### src/hdl/fia_pkg.sv
// ----------------------------------------------------------------------------
// Frame interval averager package
// Field widths, constants, action codes and sequencer states.
// ----------------------------------------------------------------------------
package fia_pkg;

  localparam int STAMP_W = 48;
  localparam int IVL_W   = 32;
  localparam int RATE_W  = 16;
  localparam int WIN_W   = 33;

  localparam logic [IVL_W-1:0]  TPS_RESET = 32'd10000000;
  localparam logic [IVL_W-1:0]  IVL_MAX   = '1;
  localparam logic [RATE_W-1:0] RATE_MAX  = '1;

  localparam logic ACT_START = 1'b0;
  localparam logic ACT_FRAME = 1'b1;

  typedef enum logic [3:0] {
    ST_IDLE,
    ST_IVL,
    ST_GAME,
    ST_DIFF,
    ST_TEST,
    ST_PUSH,
    ST_EVICT,
    ST_WIN,
    ST_CLOSE,
    ST_DIV_GO,
    ST_DIV_WAIT,
    ST_DONE
  } fia_state_t;

endpackage

### src/hdl/fia_history.sv
// ----------------------------------------------------------------------------
// Frame interval history memory
// Single-port-write, registered-read store of accepted frame intervals.
// ----------------------------------------------------------------------------
module fia_history #(
  parameter int DEPTH = 64,
  parameter int AW    = 6,
  parameter int DW    = 32
) (
  input  logic          clk,
  input  logic          wr_en,
  input  logic          rd_en,
  input  logic [AW-1:0] addr,
  input  logic [DW-1:0] wr_data,
  output logic [DW-1:0] rd_data
);

  logic [DW-1:0] mem [DEPTH];

  always_ff @(posedge clk) begin
    if (wr_en) begin
      mem[addr] <= wr_data;
    end
    if (rd_en) begin
      rd_data <= mem[addr];
    end
  end

endmodule

### src/hdl/fia_divider.sv
// ----------------------------------------------------------------------------
// Frame interval averager divider
// Restoring divider, one quotient bit per clock.
// ----------------------------------------------------------------------------
module fia_divider #(
  parameter int NUM_W = 39,
  parameter int DEN_W = 7,
  parameter int Q_W   = 32
) (
  input  logic             clk,
  input  logic             rst,
  input  logic             start,
  input  logic [NUM_W-1:0] dividend,
  input  logic [DEN_W-1:0] divisor,
  output logic             done,
  output logic [Q_W-1:0]   quotient
);

  localparam int CW = $clog2(NUM_W + 1);

  logic             busy;
  logic [CW-1:0]    cnt;
  logic [DEN_W-1:0] rem;
  logic [NUM_W-1:0] quo;
  logic [DEN_W:0]   trial;
  logic [DEN_W:0]   trial_sub;
  logic             fits;

  always_comb begin
    trial     = {rem, quo[NUM_W-1]};
    trial_sub = trial - {1'b0, divisor};
    fits      = (trial >= {1'b0, divisor});
  end

  always_ff @(posedge clk) begin
    if (rst) begin
      busy <= 1'b0;
      done <= 1'b0;
      cnt  <= '0;
    end else begin
      done <= 1'b0;
      if (start) begin
        busy <= 1'b1;
        cnt  <= CW'(NUM_W);
        rem  <= '0;
        quo  <= dividend;
      end else if (busy) begin
        rem <= fits ? trial_sub[DEN_W-1:0] : trial[DEN_W-1:0];
        quo <= {quo[NUM_W-2:0], fits};
        cnt <= cnt - CW'(1);
        if (cnt == CW'(1)) begin
          busy <= 1'b0;
          done <= 1'b1;
        end
      end
    end
  end

  assign quotient = quo[Q_W-1:0];

endmodule

### src/hdl/frame_interval_averager.sv
// ----------------------------------------------------------------------------
// Frame interval averager
// Frame-time moving average and frames-per-second counter on tick stamps.
// ----------------------------------------------------------------------------
// Each word carries an action and a 48-bit tick stamp and yields one result
// word: mean accepted frame interval, the latched frame rate of the last full
// second, and ticks since the last start. A start word goes straight to the
// done state. A frame word steps through the interval, game time, difference,
// test, push, evict, window, close and divider states, skipping push and evict
// when its interval does not enter the history and the divide when the
// history is empty; the restoring divider forms the mean, one quotient bit per
// cycle. The block holds in_stall high while a word is in work and takes the
// next word while a finished result still waits on the output. The running
// sum over the history is kept, so the history memory is read once per frame
// word and written once per accepted interval.
module frame_interval_averager #(
  parameter int HISTORY_DEPTH = 64
) (
  input  logic                        clk,
  input  logic                        rst,
  input  logic                        in_valid,
  output logic                        in_stall,
  input  logic                        action,
  input  logic [fia_pkg::STAMP_W-1:0] timestamp,
  output logic                        out_valid,
  input  logic                        out_stall,
  output logic [fia_pkg::IVL_W-1:0]   avg_interval,
  output logic [fia_pkg::RATE_W-1:0]  frame_rate,
  output logic [fia_pkg::STAMP_W-1:0] game_time,
  input  logic                        cfg_valid,
  output logic                        cfg_ready,
  input  logic [fia_pkg::IVL_W-1:0]   ticks_per_second
);

  import fia_pkg::*;

  localparam int CNT_W = $clog2(HISTORY_DEPTH + 1);
  localparam int AW    = (HISTORY_DEPTH > 1) ? $clog2(HISTORY_DEPTH) : 1;
  localparam int SUM_W = IVL_W + CNT_W;

  fia_state_t state, state_next;

  logic [IVL_W-1:0]   tps;
  logic [STAMP_W-1:0] stamp;
  logic [STAMP_W-1:0] base_stamp;
  logic [STAMP_W-1:0] last_stamp;
  logic [STAMP_W-1:0] raw;
  logic [STAMP_W-1:0] game;
  logic [IVL_W-1:0]   iv;
  logic [IVL_W-1:0]   diff;
  logic               push_ok;
  logic [CNT_W-1:0]   stored_count;
  logic [AW-1:0]      wptr;
  logic [SUM_W-1:0]   sum;
  logic [RATE_W-1:0]  frames_in_window;
  logic [WIN_W-1:0]   window_ticks;
  logic [RATE_W-1:0]  latched_rate;
  logic [IVL_W-1:0]   mean_interval;

  logic               accept;
  logic               hist_full;
  logic               rd_en;
  logic               wr_en;
  logic [IVL_W-1:0]   evicted;
  logic               div_start;
  logic               div_done;
  logic [IVL_W-1:0]   quotient;
  logic               out_load;

  assign accept    = in_valid && !in_stall;
  assign hist_full = (stored_count == CNT_W'(HISTORY_DEPTH));
  assign raw       = stamp - last_stamp;
  assign cfg_ready = 1'b1;

  always_ff @(posedge clk) begin
    if (rst) begin
      state <= ST_IDLE;
    end else begin
      state <= state_next;
    end
  end

  always_comb begin
    state_next = state;
    in_stall   = (state != ST_IDLE);
    rd_en      = 1'b0;
    wr_en      = 1'b0;
    div_start  = 1'b0;
    out_load   = 1'b0;
    case (state)
      ST_IDLE: begin
        if (in_valid) begin
          state_next = (action == ACT_FRAME) ? ST_IVL : ST_DONE;
        end
      end
      ST_IVL:   state_next = ST_GAME;
      ST_GAME:  state_next = ST_DIFF;
      ST_DIFF:  state_next = ST_TEST;
      ST_TEST: begin
        rd_en      = 1'b1;
        state_next = (diff < tps) ? ST_PUSH : ST_WIN;
      end
      ST_PUSH: begin
        wr_en      = 1'b1;
        state_next = ST_EVICT;
      end
      ST_EVICT: state_next = ST_WIN;
      ST_WIN:   state_next = ST_CLOSE;
      ST_CLOSE: state_next = ST_DIV_GO;
      ST_DIV_GO: begin
        if (stored_count == '0) begin
          state_next = ST_DONE;
        end else begin
          div_start  = 1'b1;
          state_next = ST_DIV_WAIT;
        end
      end
      ST_DIV_WAIT: begin
        if (div_done) begin
          state_next = ST_DONE;
        end
      end
      ST_DONE: begin
        if (!out_valid || !out_stall) begin
          out_load   = 1'b1;
          state_next = ST_IDLE;
        end
      end
      default: state_next = ST_IDLE;
    endcase
  end

  always_ff @(posedge clk) begin
    if (rst) begin
      tps              <= TPS_RESET;
      base_stamp       <= '0;
      last_stamp       <= '0;
      stored_count     <= '0;
      wptr             <= '0;
      sum              <= '0;
      frames_in_window <= '0;
      window_ticks     <= '0;
      latched_rate     <= '0;
      mean_interval    <= '0;
      push_ok          <= 1'b0;
    end else begin
      if (cfg_valid && cfg_ready) begin
        tps <= ticks_per_second;
      end
      case (state)
        ST_IDLE: begin
          if (accept) begin
            stamp <= timestamp;
            if (action == ACT_START) begin
              base_stamp       <= timestamp;
              last_stamp       <= timestamp;
              stored_count     <= '0;
              wptr             <= '0;
              sum              <= '0;
              frames_in_window <= '0;
              window_ticks     <= '0;
              latched_rate     <= '0;
              game             <= '0;
            end
          end
        end
        ST_IVL: begin
          iv         <= (raw[STAMP_W-1:IVL_W] != '0) ? IVL_MAX : raw[IVL_W-1:0];
          last_stamp <= stamp;
        end
        ST_GAME: game <= stamp - base_stamp;
        ST_DIFF: diff <= (iv >= mean_interval) ? iv - mean_interval : mean_interval - iv;
        ST_TEST: push_ok <= (diff < tps);
        ST_PUSH: sum <= sum + SUM_W'(iv);
        ST_EVICT: begin
          if (hist_full) begin
            sum <= sum - SUM_W'(evicted);
          end else begin
            stored_count <= stored_count + CNT_W'(1);
          end
          wptr <= (wptr == AW'(HISTORY_DEPTH - 1)) ? '0 : wptr + AW'(1);
        end
        ST_WIN: begin
          if (frames_in_window != RATE_MAX) begin
            frames_in_window <= frames_in_window + RATE_W'(1);
          end
          window_ticks <= window_ticks + WIN_W'(iv);
        end
        ST_CLOSE: begin
          if (window_ticks > WIN_W'(tps)) begin
            latched_rate     <= frames_in_window;
            frames_in_window <= '0;
            window_ticks     <= '0;
          end
        end
        ST_DIV_GO: begin
          if (stored_count == '0) begin
            mean_interval <= '0;
          end
        end
        ST_DIV_WAIT: begin
          if (div_done) begin
            mean_interval <= quotient;
          end
        end
        default: ;
      endcase
    end
  end

  always_ff @(posedge clk) begin
    if (rst) begin
      out_valid <= 1'b0;
    end else if (out_load) begin
      out_valid <= 1'b1;
    end else if (!out_stall) begin
      out_valid <= 1'b0;
    end
  end

  always_ff @(posedge clk) begin
    if (out_load) begin
      avg_interval <= mean_interval;
      frame_rate   <= latched_rate;
      game_time    <= game;
    end
  end

  fia_history #(
    .DEPTH (HISTORY_DEPTH),
    .AW    (AW),
    .DW    (IVL_W)
  ) u_history (
    .clk     (clk),
    .wr_en   (wr_en && push_ok),
    .rd_en   (rd_en),
    .addr    (wptr),
    .wr_data (iv),
    .rd_data (evicted)
  );

  fia_divider #(
    .NUM_W (SUM_W),
    .DEN_W (CNT_W),
    .Q_W   (IVL_W)
  ) u_divider (
    .clk      (clk),
    .rst      (rst),
    .start    (div_start),
    .dividend (sum),
    .divisor  (stored_count),
    .done     (div_done),
    .quotient (quotient)
  );

endmodule

### config.mk
export PLATFORM = sky130hd
export DESIGN_NAME = frame_interval_averager
export DESIGN_NICKNAME = d
export VERILOG_FILES = /design/src/hdl/fia_pkg.sv /design/src/hdl/fia_history.sv /design/src/hdl/fia_divider.sv /design/src/hdl/frame_interval_averager.sv
export SDC_FILE = /design/constraint.sdc
export NUM_CORES = 2
export LEC_CHECK = 0
export CELL_PAD_IN_SITES_DETAIL_PLACEMENT = 1
export CELL_PAD_IN_SITES_GLOBAL_PLACEMENT = 1
export CORE_AREA = 2 2 529 531
export CTS_BUF_LIST = sky130_fd_sc_hd__clkbuf_4
export DETAILED_ROUTE_END_ITERATION = 16
export DIE_AREA = 0 0 531 533
export DONT_BUFFER_PORTS = 1
export HOLD_SLACK_MARGIN = 0.1
export PLACE_DENSITY_LB_ADDON = 0.1
export SYNTH_ARGS = -nofsm -noshare
export SYNTH_HDL_FRONTEND = slang
export SYNTH_SLANG_ARGS = --single-unit
### constraint.sdc
create_clock -name clk -period 7 [get_ports clk]
set_input_delay 0.35 -clock clk [delete_from_list [all_inputs] [get_ports clk]]
set_output_delay 0.35 -clock clk [all_outputs]
set_load 0.005 [all_outputs]
==> impl_results.md <==
* Run status: finished, final reports clean
* Routed vias at 74789
* Chip width at 531 um
* Layout cell share with drive strength beyond 1 at 16.7%
* Routed Antenna Nets at 0
* Clk pwr share at 37.8%
* Setup violators final at 0
* Sequential standard cell area at 77400 um2
* XOR/XNOR share of the synthesized area at 1.71%
* FMAX at 168 MHz
* Pint at 26.6 mW
* Clock buffer depth at 4
* Crit path DAT at 7.38 ns
* Num CTS Buffers at 710
* Net count after synthesis at 8258
* Switching share of power at 28.0%
* Initial Util at 39.8%
* Seq/Total Area, Yosys at 70.0%
* Unrepaired setup endpoints after global routing: false
* Adder-cell area share of the yosys netlist at 3.57%
* DR pass1 iterations at 6
* Die ar. at 283000 um2
* Setup CP Type: reg2reg
* Area of the multi-input gates at 31200 um2
* Hold WC Path Type: in2reg
* Main synth FF type: edfxtp_1
* Inst Count DP at 11373
* FF+latch count, synth at 2673
* Clock skew at 0.127 ns
* Clk slew on worst S/H paths at 0.06 ns
* Worst Path Required at 8.42 ns
* Clk_lat worst skew at 1.60 ns
* Setup Total Neg Slack at 0 ns
* Post-synthesis simple-gate area fraction at 6.18%
* Switching pwr at 10.3 mW
* Startpoint class of the critical path: flop
* Synth Warn # at 0
* Iteration-0 DRC Markers at 6814
* Crit path top cell by count: nand2_1
* Drt wl/cell at 29.8 um
* Port buffer count at 0
* CTS tree: built
* Setup repair bufs after CTS at 0
* Area Overhead vs Synth at 16.0%
* Die H at 533 um
* Final period demand of the worst path at 5.96 ns
* Comb pwr share at 14.1%
* Number of library cell types mapped by synthesis at 81
* Via density at 5.79
* First-pass GRT wire length at 553000 um
* Worst Max-Slew Pin Slew at 1.30 ns
* Period utilization at 85.2%
* FF-to-FF setup slack at 1.04 ns
* Post-Synthesis Cell Area at 111000 um2
* Max-slew violations at 0
* Core Region at 278000 um2
* Vias in the first global route at 78307
* Final Hold Vio Count at 0
* Final wirelength at 385000 um
* CP max-delay cell: a2111oi_0
* Layout fillers at 28124
* GRT overflow at 0
* Initial antenna violation count at 24
* Number of synthesized flops with an enable pin at 2382
* Maximum vdd ir drop at 0.177 mV
* Root Buffer: clkbuf_4
* Worst path max stage delay at 0.73 ns
* Fin cells at 12912
* Async SR Flop Fraction at 0%
* Most common cell after layout, fill and taps aside: edfxtp_1
* Most frequent cells in the layout: edfxtp_1 (2382), clkbuf_4 (1054), a22oi_1 (663), nand2_1 (461), nor2_1 (391)
* Largest net degree at the start of global routing at 248
* Mapped Cells at 7861
* Clk sinks at 2673
* Setup crit end kind: flop
* Max-slew headroom at 13.5%
* Cell Rows at 194
* Power per cell area at 288 nW/um2
* GP Congestion at 0.845
* GRT Overall Usage at 26.7%
* Post-synthesis mux area share at 0.877%
* Hpwl dp at 232000 um
* Compound-cell area share of the yosys netlist at 15.2%
* Htree depth at 6
* Share of total power in sequential cells at 48.1%
* Io pins at 185
* Critical Path Fanout Max at 7
* Pleak at 48.5 nW
* # nets final at 9040
* Largest family of logic cells by synthesized area: compound AO/OA/AOI/OAI gates
* Fin util at 46.1%
* Syn_area_per_cell at 14.1 um2
* Number of max-cap violations at 0
* Crit-path cells: inv_1, ha_1, nor3b_1, nand2_1, or4_1, nor2_1, xnor2_1, nand2_1, o21ai_0, ha_1, nand2_1, or2_2, a2111oi_0, a211oi_1, buf_4, a21oi_1, o21ai_1, buf_4, o21ai_0, nand4_1, and4_1, o311ai_1
* Remaining DRCs at 0
-- worst max-delay path: cells and delay by family (launching register included) --
family	cells	cell delay, ns
flops	1	0.38
compound gates	7	2.08
fa+ha+maj	2	0.65
buf+inv	3	0.52
simple gates	9	2.18
xor+xnor	1	0.08
-- final timing paths --
path                          startpoint                          end  depth (start not counted)
setup / recovery     iv[0]$_SDFFCE_PP1P_         sum[38]$_SDFFE_PP0P_                         22
hold reg to reg   game[41]$_SDFFCE_PN0P_      game_time[41]$_DFFE_PP_                          0
hold / removal             timestamp[16]  last_stamp[16]$_SDFFE_PP0P_                          4
setup reg to reg     iv[0]$_SDFFCE_PP1P_         sum[38]$_SDFFE_PP0P_                         22
-- synthesized netlist by cell type (10+ instances only) --
cell	number	area [um2]
or4_1	11	82.6
dfxtp_1	291	5830
o31ai_1	12	90.1
nand2b_1	35	219
and2_1	10	62.6
a21oi_1	389	1950
mux2i_1	92	921
and4_1	10	87.6
ha_1	304	3800
o21ai_0	175	876
xnor2_1	135	1180
buf_1	85	319
o21ai_1	13	65.1
nor4_1	65	407
xor2_1	81	709
a22oi_1	663	4980
a21o_1	164	1230
nor3_1	69	345
o211ai_1	35	263
a22o_1	233	2040
clkbuf_1	353	1330
or3_1	15	93.8
nand2_2	30	188
nand2_1	464	1740
a31oi_1	242	1510
nor2_1	456	1710
edfxtp_1	2382	71500
nand4_1	94	588
nor2b_1	41	257
nand3_1	91	455
and3_1	36	225
o21a_1	31	233
a211oi_1	77	578
o21bai_1	33	248
a221oi_1	225	1970
inv_1	264	991
-- cell type report --
cell class / count / area share, %
antenna: 5 / 0.00976
tap: 3724 / 3.64
clock buffer: 1054 / 6.17
timing repair buffer: 520 / 3.77
clock inverter: 198 / 0.940
multi-input combinational: 4474 / 24.3
sequential: 2673 / 60.3
inverter: 264 / 0.773
-- cells by family (layout without fill, tap and decap cells) --
family / after synthesis / in the layout
adder cells (fa/ha/maj): 311 / 311
other: 1 / 6
flip-flops: 2673 / 2673
XOR/XNOR: 216 / 216
AND/OR/NAND/NOR: 1471 / 1471
buffers and inverters: 714 / 2036
AO/OA/AOI/OAI: 2379 / 2379
multiplexers: 96 / 96
-- layer usage --
layer	part of all wire, %	up-vias	track usage, %
li1	-	33020	-
met1	41	38490	34.8
met2	49	2740	45.1
met3	6.3	533	4.21
met4	3.1	6	9.30
met5	0.033	-	0
-- power by group through the flow --
stage	logic, mW	registers, mW	clock network [mW]
floorplan	3.58	18.0	0
detailed placement	5.03	18.1	0
finish	5.22	17.8	14.0
CTS	5.26	17.8	14.3
global placement	5.00	18.1	0
global route	5.77	17.8	15.1
-- per-stage QoR --
step | instance area (um2) | hold WS (ns) | setup WS [ns] | total power [mW]
6_report | 128000 | 0.272 | 1.04 | 36.9
3_5_place_dp | 116000 | 0.406 | 0.979 | 23.1
2_1_floorplan | 111000 | 0.400 | 0.712 | 21.6
5_1_grt | 128000 | 0.227 | 0.549 | 38.7
3_3_place_gp | 116000 | 0.401 | 1.01 | 23.1
4_1_cts | 128000 | 0.100 | 1.00 | 37.3
-- timing repair --
item                      4_1_cts  5_1_grt
gates resized for setup         0        0
hold buffers                  282        0
hold endpoints to repair      641        0
-- flip-flops by register name (all words and copies together) (netlist names), 16 cells and up --
register / flops
tps: 32
mean_interval: 32
iv: 32
frame_rate: 16
game_time: 48
sum: 39
window_ticks: 33
base_stamp: 48
avg_interval: 32
latched_rate: 16
frames_in_window: 16
u_history.mem: 2048
game: 48
stamp: 48
diff: 32
u_history.rd_data: 32
u_divider.quo: 39
last_stamp: 48
Note: power is estimated with default switching activity, not from simulation.
